## config.mk

```make
export PLATFORM = sky130hd
export DESIGN_NAME = one_way_elevator_request_sort_top
export DESIGN_NICKNAME = d
export VERILOG_FILES = /design/src/rtl/owers_pkg.sv /design/src/rtl/owers_ram.sv /design/src/rtl/one_way_elevator_request_sort_top.sv
export VERILOG_INCLUDE_DIRS = /design/src /design/src/rtl
export SDC_FILE = /design/constraint.sdc
export NUM_CORES = 1
export LEC_CHECK = 0
export BUFFER_PORTS_ARGS = -buffer_cell sky130_fd_sc_hd__buf_2
export CAP_MARGIN = 20
export CORE_UTILIZATION = 57
export CTS_CLUSTER_SIZE = 10
export DETAILED_ROUTE_END_ITERATION = 12
export PLACE_DENSITY = 0.74
export SYNTH_ARGS = -nofsm -noshare
export SYNTH_HDL_FRONTEND = slang
export SYNTH_SLANG_ARGS = --single-unit
```

## constraint.sdc

```tcl
create_clock -name clk_i -period 5.34 [get_ports clk_i]
set_clock_uncertainty 0.1 [all_clocks]
set_input_delay 0.801 -clock clk_i [delete_from_list [all_inputs] [get_ports clk_i]]
set_output_delay 0.801 -clock clk_i [all_outputs]
set_load 0.005 [all_outputs]
```

## src/rtl/one_way_elevator_request_sort_top_assert.svh

```systemverilog
// Assertion macros for the RTL of the elevator request queue.
`ifndef ONE_WAY_ELEVATOR_REQUEST_SORT_TOP_ASSERT_SVH
`define ONE_WAY_ELEVATOR_REQUEST_SORT_TOP_ASSERT_SVH

// Property that must hold at every clock edge outside reset.
`define OWERS_ASSERT(lbl, prop, msg) \
  lbl: assert property (@(posedge clk_i) disable iff (!rst_ni) (prop)) else $error(msg);

// Antecedent in one cycle implies the consequent in the next.
`define OWERS_ASSERT_NEXT(lbl, ante, cons, msg) \
  lbl: assert property (@(posedge clk_i) disable iff (!rst_ni) (ante) |=> (cons)) \
    else $error(msg);

`endif

```

## src/rtl/owers_pkg.sv

```systemverilog
package owers_pkg;

  // Result status codes
  localparam logic [1:0] StatusOk    = 2'd0;
  localparam logic [1:0] StatusFull  = 2'd1;
  localparam logic [1:0] StatusEmpty = 2'd2;

  // Operation codes on the mode field
  localparam logic ModeInsert = 1'b0;
  localparam logic ModePop    = 1'b1;

  typedef enum logic [3:0] {
    ST_IDLE,
    ST_SCAN_RD,
    ST_SCAN_CMP,
    ST_SH_RD,
    ST_SH_WR,
    ST_INS_WR,
    ST_POP_RD,
    ST_POP_HEAD,
    ST_PL_RD,
    ST_PL_WR,
    ST_DONE
  } owers_state_e;

endpackage

```

## src/rtl/owers_ram.sv

```systemverilog
module owers_ram #(
  parameter int unsigned WIDTH = 40,
  parameter int unsigned DEPTH = 16
) (
  input  logic                     clk_i,
  input  logic                     we_i,
  input  logic [$clog2(DEPTH)-1:0] waddr_i,
  input  logic [WIDTH-1:0]         wdata_i,
  input  logic [$clog2(DEPTH)-1:0] raddr_i,
  output logic [WIDTH-1:0]         rdata_o
);

  logic [WIDTH-1:0] mem_q [DEPTH];
  logic [WIDTH-1:0] rdata_q;

  // One write port, one read port with registered data
  always_ff @(posedge clk_i) begin
    if (we_i) begin
      mem_q[waddr_i] <= wdata_i;
    end
    rdata_q <= mem_q[raddr_i];
  end

  assign rdata_o = rdata_q;

endmodule

```

## src/rtl/one_way_elevator_request_sort_top.sv

```systemverilog
// One-way elevator (C-LOOK) request queue.
// Input channel (in_valid_i/in_ready_o) carries mode_i, req_key_i and req_tag_i.
// Mode insert places the request in scan order: at or above the head key in the
// first ascending run, below it in the second run; equal keys go after their
// peers. Mode pop removes and returns the head. Every transfer in yields one
// result on the output channel (out_valid_o/out_ready_i): status, slot,
// head_key, head_tag and occupancy.
// Entries live in a single-port-write, registered-read RAM and are walked by a
// sequencer one entry at a time (read, then compare or move). An insert scans
// for its slot, shifts the later entries up and writes itself; a pop reads the
// head and shifts the rest down; a refused insert or an empty pop skips to the result.
// Reset empties the queue at once; RAM contents are not cleared.
// The result sits in an output register, so a new item is taken while it
// waits; if the receiver stalls with a second result ready, the sequencer holds
// that result and takes no further item until the register frees.
module one_way_elevator_request_sort_top #(
  parameter int unsigned DEPTH    = 16,
  parameter int unsigned KEY_BITS = 32,
  parameter int unsigned TAG_BITS = 8
) (
  input  logic                         clk_i,
  input  logic                         rst_ni,
  input  logic                         in_valid_i,
  output logic                         in_ready_o,
  input  logic                         mode_i,
  input  logic [KEY_BITS-1:0]          req_key_i,
  input  logic [TAG_BITS-1:0]          req_tag_i,
  output logic                         out_valid_o,
  input  logic                         out_ready_i,
  output logic [1:0]                   status_o,
  output logic [$clog2(DEPTH+1)-1:0]   slot_o,
  output logic [KEY_BITS-1:0]          head_key_o,
  output logic [TAG_BITS-1:0]          head_tag_o,
  output logic [$clog2(DEPTH+1)-1:0]   occupancy_o
);
  import owers_pkg::*;

  localparam int unsigned AW = $clog2(DEPTH);
  localparam int unsigned CW = $clog2(DEPTH + 1);
  localparam int unsigned EW = KEY_BITS + TAG_BITS;
  localparam logic [CW-1:0] CntFull = CW'(DEPTH);

  owers_state_e state_q, state_d;
  logic [CW-1:0]       cnt_q, cnt_d, idx_q, idx_d, pos_q, pos_d;
  logic [KEY_BITS-1:0] key_q, key_d, prev_q, prev_d;
  logic [TAG_BITS-1:0] tag_q, tag_d;
  logic                lo_q, lo_d, seen_q, seen_d;
  logic [1:0]          rstat_q, rstat_d;
  logic [CW-1:0]       rslot_q, rslot_d;
  logic [KEY_BITS-1:0] rhkey_q, rhkey_d;
  logic [TAG_BITS-1:0] rhtag_q, rhtag_d;
  logic                out_valid_q, out_valid_d;
  logic [1:0]          status_q, status_d;
  logic [CW-1:0]       slot_q, slot_d, occ_q, occ_d;
  logic [KEY_BITS-1:0] hkey_q, hkey_d;
  logic [TAG_BITS-1:0] htag_q, htag_d;

  logic                mem_we;
  logic [AW-1:0]       mem_waddr, mem_raddr;
  logic [EW-1:0]       mem_wdata, mem_rdata;
  logic [KEY_BITS-1:0] rd_key;
  logic [TAG_BITS-1:0] rd_tag;
  logic [CW-1:0]       idx_inc, idx_dec;
  logic                inv, seen_n, stop;
  logic [CW-1:0]       sh_pos;
  logic                sh_go;

  owers_ram #(
    .WIDTH(EW),
    .DEPTH(DEPTH)
  ) u_ram (
    .clk_i  (clk_i),
    .we_i   (mem_we),
    .waddr_i(mem_waddr),
    .wdata_i(mem_wdata),
    .raddr_i(mem_raddr),
    .rdata_o(mem_rdata)
  );

  assign rd_key  = mem_rdata[EW-1:TAG_BITS];
  assign rd_tag  = mem_rdata[TAG_BITS-1:0];
  assign idx_inc = idx_q + CW'(1);
  assign idx_dec = idx_q - CW'(1);

  // Scan step: run break and stop test against the previous key
  assign inv    = rd_key < prev_q;
  assign seen_n = seen_q | inv;
  assign stop   = lo_q ? (seen_n && (key_q < rd_key)) : (inv || (key_q < rd_key));

  // Sequencer
  always_comb begin
    state_d     = state_q;
    cnt_d       = cnt_q;
    idx_d       = idx_q;
    pos_d       = pos_q;
    key_d       = key_q;
    tag_d       = tag_q;
    prev_d      = prev_q;
    lo_d        = lo_q;
    seen_d      = seen_q;
    rstat_d     = rstat_q;
    rslot_d     = rslot_q;
    rhkey_d     = rhkey_q;
    rhtag_d     = rhtag_q;
    out_valid_d = out_valid_q && !out_ready_i;
    status_d    = status_q;
    slot_d      = slot_q;
    occ_d       = occ_q;
    hkey_d      = hkey_q;
    htag_d      = htag_q;
    mem_we      = 1'b0;
    mem_waddr   = idx_q[AW-1:0];
    mem_wdata   = mem_rdata;
    mem_raddr   = idx_q[AW-1:0];
    in_ready_o  = 1'b0;
    sh_pos      = cnt_q;
    sh_go       = 1'b0;

    unique case (state_q)
      ST_IDLE: begin
        in_ready_o = 1'b1;
        if (in_valid_i) begin
          key_d   = req_key_i;
          tag_d   = req_tag_i;
          rstat_d = StatusOk;
          rslot_d = '0;
          rhkey_d = '0;
          rhtag_d = '0;
          idx_d   = '0;
          if (mode_i == ModePop) begin
            if (cnt_q == '0) begin
              rstat_d = StatusEmpty;
              state_d = ST_DONE;
            end else begin
              state_d = ST_POP_RD;
            end
          end else if (cnt_q == CntFull) begin
            rstat_d = StatusFull;
            state_d = ST_DONE;
          end else if (cnt_q == '0) begin
            pos_d   = '0;
            state_d = ST_INS_WR;
          end else begin
            state_d = ST_SCAN_RD;
          end
        end
      end
      ST_SCAN_RD: begin
        state_d = ST_SCAN_CMP;
      end
      ST_SCAN_CMP: begin
        if (idx_q == '0) begin
          prev_d = rd_key;
          lo_d   = key_q < rd_key;
          seen_d = 1'b0;
          if (idx_inc < cnt_q) begin
            idx_d   = idx_inc;
            state_d = ST_SCAN_RD;
          end else begin
            sh_go = 1'b1;
          end
        end else if (stop) begin
          sh_pos = idx_q;
          sh_go  = 1'b1;
        end else begin
          prev_d = rd_key;
          seen_d = seen_n;
          if (idx_inc < cnt_q) begin
            idx_d   = idx_inc;
            state_d = ST_SCAN_RD;
          end else begin
            sh_go = 1'b1;
          end
        end
        if (sh_go) begin
          pos_d   = sh_pos;
          idx_d   = cnt_q;
          state_d = (cnt_q > sh_pos) ? ST_SH_RD : ST_INS_WR;
        end
      end
      ST_SH_RD: begin
        mem_raddr = idx_dec[AW-1:0];
        state_d   = ST_SH_WR;
      end
      ST_SH_WR: begin
        mem_we    = 1'b1;
        mem_waddr = idx_q[AW-1:0];
        idx_d     = idx_dec;
        state_d   = (idx_dec > pos_q) ? ST_SH_RD : ST_INS_WR;
      end
      ST_INS_WR: begin
        mem_we    = 1'b1;
        mem_waddr = pos_q[AW-1:0];
        mem_wdata = {key_q, tag_q};
        cnt_d     = cnt_q + CW'(1);
        rslot_d   = pos_q;
        state_d   = ST_DONE;
      end
      ST_POP_RD: begin
        mem_raddr = '0;
        state_d   = ST_POP_HEAD;
      end
      ST_POP_HEAD: begin
        rhkey_d = rd_key;
        rhtag_d = rd_tag;
        if (cnt_q > CW'(1)) begin
          state_d = ST_PL_RD;
        end else begin
          cnt_d   = cnt_q - CW'(1);
          state_d = ST_DONE;
        end
      end
      ST_PL_RD: begin
        mem_raddr = idx_inc[AW-1:0];
        state_d   = ST_PL_WR;
      end
      ST_PL_WR: begin
        mem_we    = 1'b1;
        mem_waddr = idx_q[AW-1:0];
        idx_d     = idx_inc;
        if ((idx_q + CW'(2)) < cnt_q) begin
          state_d = ST_PL_RD;
        end else begin
          cnt_d   = cnt_q - CW'(1);
          state_d = ST_DONE;
        end
      end
      ST_DONE: begin
        if (!out_valid_q || out_ready_i) begin
          out_valid_d = 1'b1;
          status_d    = rstat_q;
          slot_d      = rslot_q;
          hkey_d      = rhkey_q;
          htag_d      = rhtag_q;
          occ_d       = cnt_q;
          state_d     = ST_IDLE;
        end
      end
      default: begin
        state_d = ST_IDLE;
      end
    endcase
  end

  // Control state
  always_ff @(posedge clk_i or negedge rst_ni) begin
    if (!rst_ni) begin
      state_q     <= ST_IDLE;
      cnt_q       <= '0;
      out_valid_q <= 1'b0;
    end else begin
      state_q     <= state_d;
      cnt_q       <= cnt_d;
      out_valid_q <= out_valid_d;
    end
  end

  // Working and result payload
  always_ff @(posedge clk_i) begin
    idx_q    <= idx_d;
    pos_q    <= pos_d;
    key_q    <= key_d;
    tag_q    <= tag_d;
    prev_q   <= prev_d;
    lo_q     <= lo_d;
    seen_q   <= seen_d;
    rstat_q  <= rstat_d;
    rslot_q  <= rslot_d;
    rhkey_q  <= rhkey_d;
    rhtag_q  <= rhtag_d;
    status_q <= status_d;
    slot_q   <= slot_d;
    occ_q    <= occ_d;
    hkey_q   <= hkey_d;
    htag_q   <= htag_d;
  end

  assign out_valid_o = out_valid_q;
  assign status_o    = status_q;
  assign slot_o      = slot_q;
  assign head_key_o  = hkey_q;
  assign head_tag_o  = htag_q;
  assign occupancy_o = occ_q;

`include "one_way_elevator_request_sort_top_assert.svh"

  `OWERS_ASSERT(a_cnt_bound, cnt_q <= CntFull, "entry count beyond depth")
  `OWERS_ASSERT(a_ins_room, (state_q != ST_INS_WR) || (cnt_q < CntFull), "insert into full queue")
  `OWERS_ASSERT(a_full_occ, !out_valid_q || (status_q != StatusFull) || (occ_q == CntFull), "full status with room left")
  `OWERS_ASSERT_NEXT(a_take_busy, in_valid_i && in_ready_o, state_q != ST_IDLE, "sequencer idle after transfer")

endmodule

```

==> impl_metrics.py, run 1 <==
metrics = {
    "status": {
        "status": "completed",
    },
    "power_and_ir_drop": {
        "power.share.combinational_pct": 42.3,
        "switchingPower_mw": 9.970,
        "power_density_mw_per_mm2": 676.1,
        "seq_power_share_pct": 35.8,
        "intPower_mw": 17.80,
        "ir_worst_vdd_mv": 0.4744,
        "cellLeakagePower_nw": 15.35,
        "pwr-share-clk_pct": 21.9,
        "swShare_pct": 35.90,
    },
    "yosys": {
        "avgSynthCellArea_sq_um": 16.56,
        "synth_edf_count": 823,
        "ys_warn_count": 0,
        "synth.distinct_cells": 60,
        "ys_seq_elements": 873,
        "synth-async-reset-ratio_pct": 1.145,
        "syn_nets": 2316,
        "ys_seq_area_share_pct": 71.26,
        "synth_area_sq_mm": 0.03615,
        "synthCells": 2183,
        "ys.flop_type": "edfxtp_1",
    },
    "worst_hold_path": {
        "hp-class": "in -> reg",
        "hold_path_depth": 1,
    },
    "routing": {
        "finalWirelength_um": 78860,
        "wl_per_cell_um": 23.93,
        "drc": 0,
        "drt_first_iter_violations": 1595,
        "ant_nets": 0,
        "via_count": 19370,
        "drt_first_pass_iters": 5,
        "via_per_inst": 5.879,
    },
    "global_route": {
        "grt_pass1_wl_um": 118400,
        "grt.total_usage_pct": 24.85,
        "overflow": 0,
        "grt_start_max_net_pins": 45,
        "grt_pass1_vias": 19880,
        "antenna_found_initial": 0,
    },
    "layout": {
        "layout_commonest_cell": "edfxtp_1",
        "drive_above_1_share_pct": 13.35,
        "final_util_pct": 66.07,
        "nFillCells": 4264,
        "regArea_sq_mm": 0.02576,
        "nNetsFinal": 2508,
        "multiInputGateArea_sq_mm": 0.009714,
        "layout_common_cells": "edfxtp_1, mux2i_1, clkbuf_16",
        "areaGrowthSynthToFinish_pct": 13.60,
    },
    "worst_setup_path": {
        "crit_type": "reg -> reg",
        "path_delay_family": "compound AO/OA/AOI/OAI gates",
        "required_ps": 5740,
        "worstSetupPathDepth": 19,
        "r2r_slack_ps": 1060,
        "worstPathMaxFanout": 5,
        "crit_path_top_delay_cell": "o2111ai_1",
        "start_kind": "register",
        "r2r_cells": 19,
        "worst_path_largest_cell_delay_ps": 550,
        "path_cells": "inv_1, ha_1, a21oi_1, o21ai_0, or3_1, o2111ai_1, nand2_1, a21oi_4, nand2_2, mux2i_1, ha_1, nor2b_1, o21a_1, o21ai_0, nand2b_1, a21oi_1, a31oi_1, inv_1, o221ai_2",
        "worstSetupEndpointType": "register",
        "cp.arrival_ps": 4680,
        "cp_num_buf_inv": 2,
    },
    "cts": {
        "cts-root-buf": "clkbuf_16",
        "cts.sinks": 873,
        "post_cts_resized": 0,
        "cts.clk_slew.worst_paths_ps": 50,
        "clock_path_buffers": 3,
        "htreeDepth": 3,
        "insertion_delay_ps": 640,
        "cts_tree": "done",
        "cts_made_buffers": 99,
        "hold_buffers": 1,
        "post-cts-setup-buffer-count": 0,
    },
    "timing": {
        "slew_viol_final": 0,
        "min_period_ps": 4279,
        "slew_headroom_pct": 28.27,
        "finalSetupTns_ps": 0,
        "fmax_mhz": 233.7,
        "rsz0062_at_grt": "no",
        "hold_slack_ps": 233.6,
        "fin_ws_ps": 1061,
        "finalSetupViolCount": 0,
        "finalCritPeriodShare_pct": 80.14,
        "hold_viol": 0,
        "worst_pin_slew_ps": 1071,
    },
    "floorplan": {
        "rows": 91,
        "fp.coreArea_sq_mm": 0.06217,
        "die-area_sq_mm": 0.06444,
        "floorplan.initialDensity_pct": 58.16,
        "io_pins": 99,
        "die_w_um": 253.9,
        "die_h_um": 253.9,
    },
    "placed_design": {
        "place_ws_ps": 1132,
        "routabilityCongestion": 0.8684,
        "hpwl_um": 46610,
        "numPortBuffers": 98,
    },
    "job": {
        "drv_cap": 0,
    },
}
## synth_stat cells (6+ instances only)
cell type / number / area (sq um)
edfxtp_1: 823 / 24710
mux2i_1: 609 / 6096
nand2_1: 97 / 364.1
ha_1: 88 / 1101
inv_1: 85 / 319.1
nor2_1: 85 / 319.1
o21ai_0: 50 / 250.2
buf_4: 42 / 315.3
dfxtp_1: 40 / 800.8
a21oi_1: 39 / 195.2
buf_2: 26 / 130.1
clkbuf_1: 20 / 75.07
and2_1: 13 / 81.33
nor3_1: 12 / 60.06
a31oi_1: 11 / 68.82
nand3_1: 11 / 55.05
xnor2_1: 11 / 96.34
dfrtp_1: 10 / 250.2
nand2b_1: 10 / 62.56
o22ai_1: 10 / 62.56
nand4_1: 9 / 56.30
a21o_1: 6 / 45.04
o21a_1: 6 / 45.04
## routing by layer
metal / share of wire (%) / vias to the layer above / global-route usage [%]
met5: 0 / - / 0
met4: 2.3 / 0 / 7.780
met3: 5.0 / 135 / 3.145
met2: 49 / 609 / 41.72
met1: 43 / 9886 / 33.96
li1: - / 8740 / -
## final cells by class
cell class,count,area share (%)
diodes,1,0.006093
clock buffers,174,6.873
clock inverters,9,0.1980
inverters,86,0.7860
multi-input cells,1131,23.65
flip-flops and latches,873,62.73
well taps,837,2.550
repair buffers,184,3.205
## path summary, 6_finish.rpt
path	to	from
max	state_q[1]	prev_q[11]
min	key_q[25]	req_key_i[25]
max reg2reg	state_q[1]	prev_q[11]
min reg2reg	head_tag_o[4]	rhtag_q[4]
max in group asynchronous	cnt_q[0]	rst_ni
min in group asynchronous	cnt_q[4]	rst_ni
## registers in the layout, summed over array words and instances (netlist names), 8 cells and up
register and flops:
rhkey_q 32, key_q 32, u_ram.mem_q 640, prev_q 32
head_tag_o 8, u_ram.rdata_o 40, head_key_o 32, tag_q 8
rhtag_q 8
## power groups by stage
| stage | clock network [mW] | logic (mW) | registers [mW] |
|---|---|---|---|
| floorplan | 0 | 8.63 | 9.85 |
| finish | 6.09 | 11.7 | 9.94 |
| CTS | 6.17 | 11.7 | 9.94 |
| global placement | 0 | 11.2 | 10.0 |
| detailed placement | 0 | 11.6 | 10.1 |
| global route | 6.44 | 12.6 | 10.0 |
## logic make-up (layout without fill, tap and decap cells)
group	after synthesis	after routing	share of synthesized area (%)
fa+ha+maj	88	88	3.045
flops	873	873	71.26
buf+inv	179	453	2.384
mux	609	609	16.86
other cells	0	1	0
xor+xnor	16	16	0.3876
simple gates	258	258	3.198
compound gates	160	160	2.862
## stage by stage
stage,std cells,power (mW),instance area (sq um)
after floorplan,2183,18.47,36150
after global placement,3101,21.25,38070
after detailed placement,3103,21.68,38080
after CTS,3287,27.82,41000
after global routing,3294,29.09,41070
final,3295,27.77,41070
(Power assumes the default switching activity.)
==> run 2, diff against run 1 <==
Settings changed: CORE_UTILIZATION 57 to 56, PLACE_DENSITY 0.74 to 0.76.
Clock period 5.34 ns to 3.7 ns, I/O delays scaled along.
==> run 2 against run 1 <==
  * The run now ends with negative setup slack left
  * Sequential share of layout area decreased by 1.6 points
  * Sequential power is 43% higher
  * Routed wire length grew 5.2%
  * Combinational power is 54% higher
  * Global-route usage increased by 0.48 points
  * Final cell count grew 2.9%
  * Clock-buffer cell count fell by 5
  * Clock power grew 43%
  * Cell area rose by 2.5%
  * Maximum frequency increased by 13%
  * Utilization increased by 0.34 points
  * Largest cell class unchanged
==> impl_metrics.py, run 2 (same netlist as run 1, synthesis figures left out) <==
metrics = {
    "placed_design": {
        "placedCellCount": 3188,
        "routabilityCongestion": 0.9013,
        "place_ws_ps": -191.2,
        "numPortBuffers": 98,
        "hpwl_um": 47040,
    },
    "routing": {
        "drt_first_pass_iters": 5,
        "drc": 0,
        "via_count": 19880,
        "ant_nets": 0,
        "finalWirelength_um": 82940,
        "wl_per_cell_um": 24.46,
        "via_per_inst": 5.861,
        "drt_first_iter_violations": 1974,
    },
    "layout": {
        "largest_reg_flops": 640,
        "nFillCells": 4166,
        "multiInputGateArea_sq_mm": 0.009783,
        "num_antenna_cells": 0,
        "regMostFlops": "u_ram.mem_q",
        "nNetsFinal": 2604,
        "regArea_sq_mm": 0.02576,
        "layout_common_cells": "edfxtp_1, mux2i_1, buf_4",
        "drive_above_1_share_pct": 15.91,
        "areaGrowthSynthToFinish_pct": 16.49,
        "layout_commonest_cell": "edfxtp_1",
        "final_cells": 3391,
    },
    "worst_setup_path": {
        "cp.arrival_ps": 4160,
        "crit_type": "reg -> reg",
        "r2r_cells": 18,
        "required_ps": 4080,
        "r2r_slack_ps": -70,
        "start_kind": "register",
        "worstSetupEndpointType": "register",
        "worstPathMaxFanout": 3,
        "r2r-end": "state_q[1]",
        "r2r_start": "key_q[1]",
    },
    "cts": {
        "htreeDepth": 3,
        "insertion_delay_ps": 640,
        "clock_path_buffers": 3,
        "cts_made_buffers": 97,
        "cts_tree": "done",
        "cts-root-buf": "clkbuf_16",
        "cts.clk_slew.worst_paths_ps": 60,
        "cts.sinks": 873,
    },
    "timing": {
        "finalCritPeriodShare_pct": 102.0,
        "finalSetupTns_ps": -72.77,
        "slew_viol_final": 0,
        "fmax_mhz": 265.1,
        "finalSetupViolCount": 1,
        "hold_slack_ps": 30.90,
        "worst_pin_slew_ps": 1047,
        "hold_viol": 0,
        "min_period_ps": 3773,
        "fin_ws_ps": -72.77,
        "slew_headroom_pct": 29.84,
        "rsz0062_at_grt": "yes",
    },
    "worst_hold_path": {
        "hold_path_startpoint": "req_key_i[2]",
        "hp-class": "in -> reg",
        "hold_end": "key_q[2]",
        "hold_path_depth": 1,
    },
    "global_route": {
        "antenna_found_initial": 1,
        "overflow": 0,
        "grt.total_usage_pct": 25.34,
        "grt_pass1_wl_um": 123900,
        "grt_pass1_vias": 20500,
        "grt_start_max_net_pins": 61,
    },
    "status": {
        "status": "finished with violations",
        "violations": "negative setup slack",
    },
    "power_and_ir_drop": {
        "cellLeakagePower_nw": 15.82,
        "ir_worst_vdd_mv": 0.8095,
        "power_density_mw_per_mm2": 970.7,
    },
    "floorplan": {
        "die_h_um": 256.1,
        "die_w_um": 256.1,
        "floorplan.initialDensity_pct": 57.00,
        "rows": 92,
        "io_pins": 99,
        "die-area_sq_mm": 0.06558,
        "fp.coreArea_sq_mm": 0.06343,
    },
    "job": {
        "drv_cap": 0,
    },
}
[run 2: cell types whose count changed in the layout (fill, tap and decap cells not counted), sizes merged]
cell / change
buf: +71
inv: -2
dlygate4sd3: +26
clkbuf: -4
clkinv: -3
diode: -1
[run 2: power by group]
part,switching (mW),internal [mW],leakage (nW)
combinational,10.3,7.64,6.56
sequential,0.596,13.6,7.92
clock,3.64,5.04,1.35
[run 2: metrics by stage]
stage	power, mW	util, %	cell area (sq um)
2_1_floorplan	26.66	-	36160
3_3_place_gp	31.38	61.33	38900
3_5_place_dp	32.03	61.36	38920
4_1_cts	40.90	66.35	42080
5_1_grt	42.74	66.40	42120
6_report	40.88	66.40	42120
[run 2: layer usage]
layer / vias to the layer above / wire length (um) / track usage (%)
met5: - / 0 / 0
met4: 0 / 1900 / 8.350
met3: 140 / 5364 / 3.714
met2: 747 / 41510 / 43.28
met1: 10070 / 34160 / 33.38
li1: 8921 / - / -
[run 2: layout make-up]
| cell class | instances | share of cell area [%] |
|---|---|---|
| clock buffers | 169 | 6.580 |
| clock inverters | 4 | 0.1485 |
| repair buffers | 282 | 5.588 |
| well taps | 846 | 2.513 |
| flip-flops and latches | 873 | 61.17 |
| multi-input cells | 1131 | 23.23 |
| inverters | 86 | 0.7665 |
[run 2: worst max-delay path: stages, from the launching register on]
cell and delay [ps]:
edfxtp_1 410, ha_1 310, a2111o_1 400, a31oi_4 230, o211ai_1 110, buf_4 170, a31o_4 250, o21ai_4 150
nand2_2 90, mux2i_2 210, ha_1 270, nor2b_1 130, o21a_1 170, o21ai_1 120, nand2b_1 80, a21oi_2 160
a31oi_2 60, inv_1 80, o221ai_2 90
[run 2: worst max path at each step]
stage	end	depth (start not counted)	from	slack (ps)
floorplan	u_ram.mem_q[7][0]	8	state_q[2]	-160
global placement	state_q[1]	18	key_q[1]	-120
detailed placement	state_q[1]	18	key_q[1]	-190
CTS	state_q[1]	18	key_q[1]	10
global route	state_q[1]	18	key_q[1]	-190
finish	state_q[1]	18	key_q[1]	-70
[run 2: repair_timing]
item / in CTS / in global routing
setup buffers: 1 / 1
hold endpoints to repair: 36 / 0
hold buffers: 27 / 0
pin swaps: 1 / 1
endpoints found under the setup margin: 2 / 2
resized for setup: 11 / 6
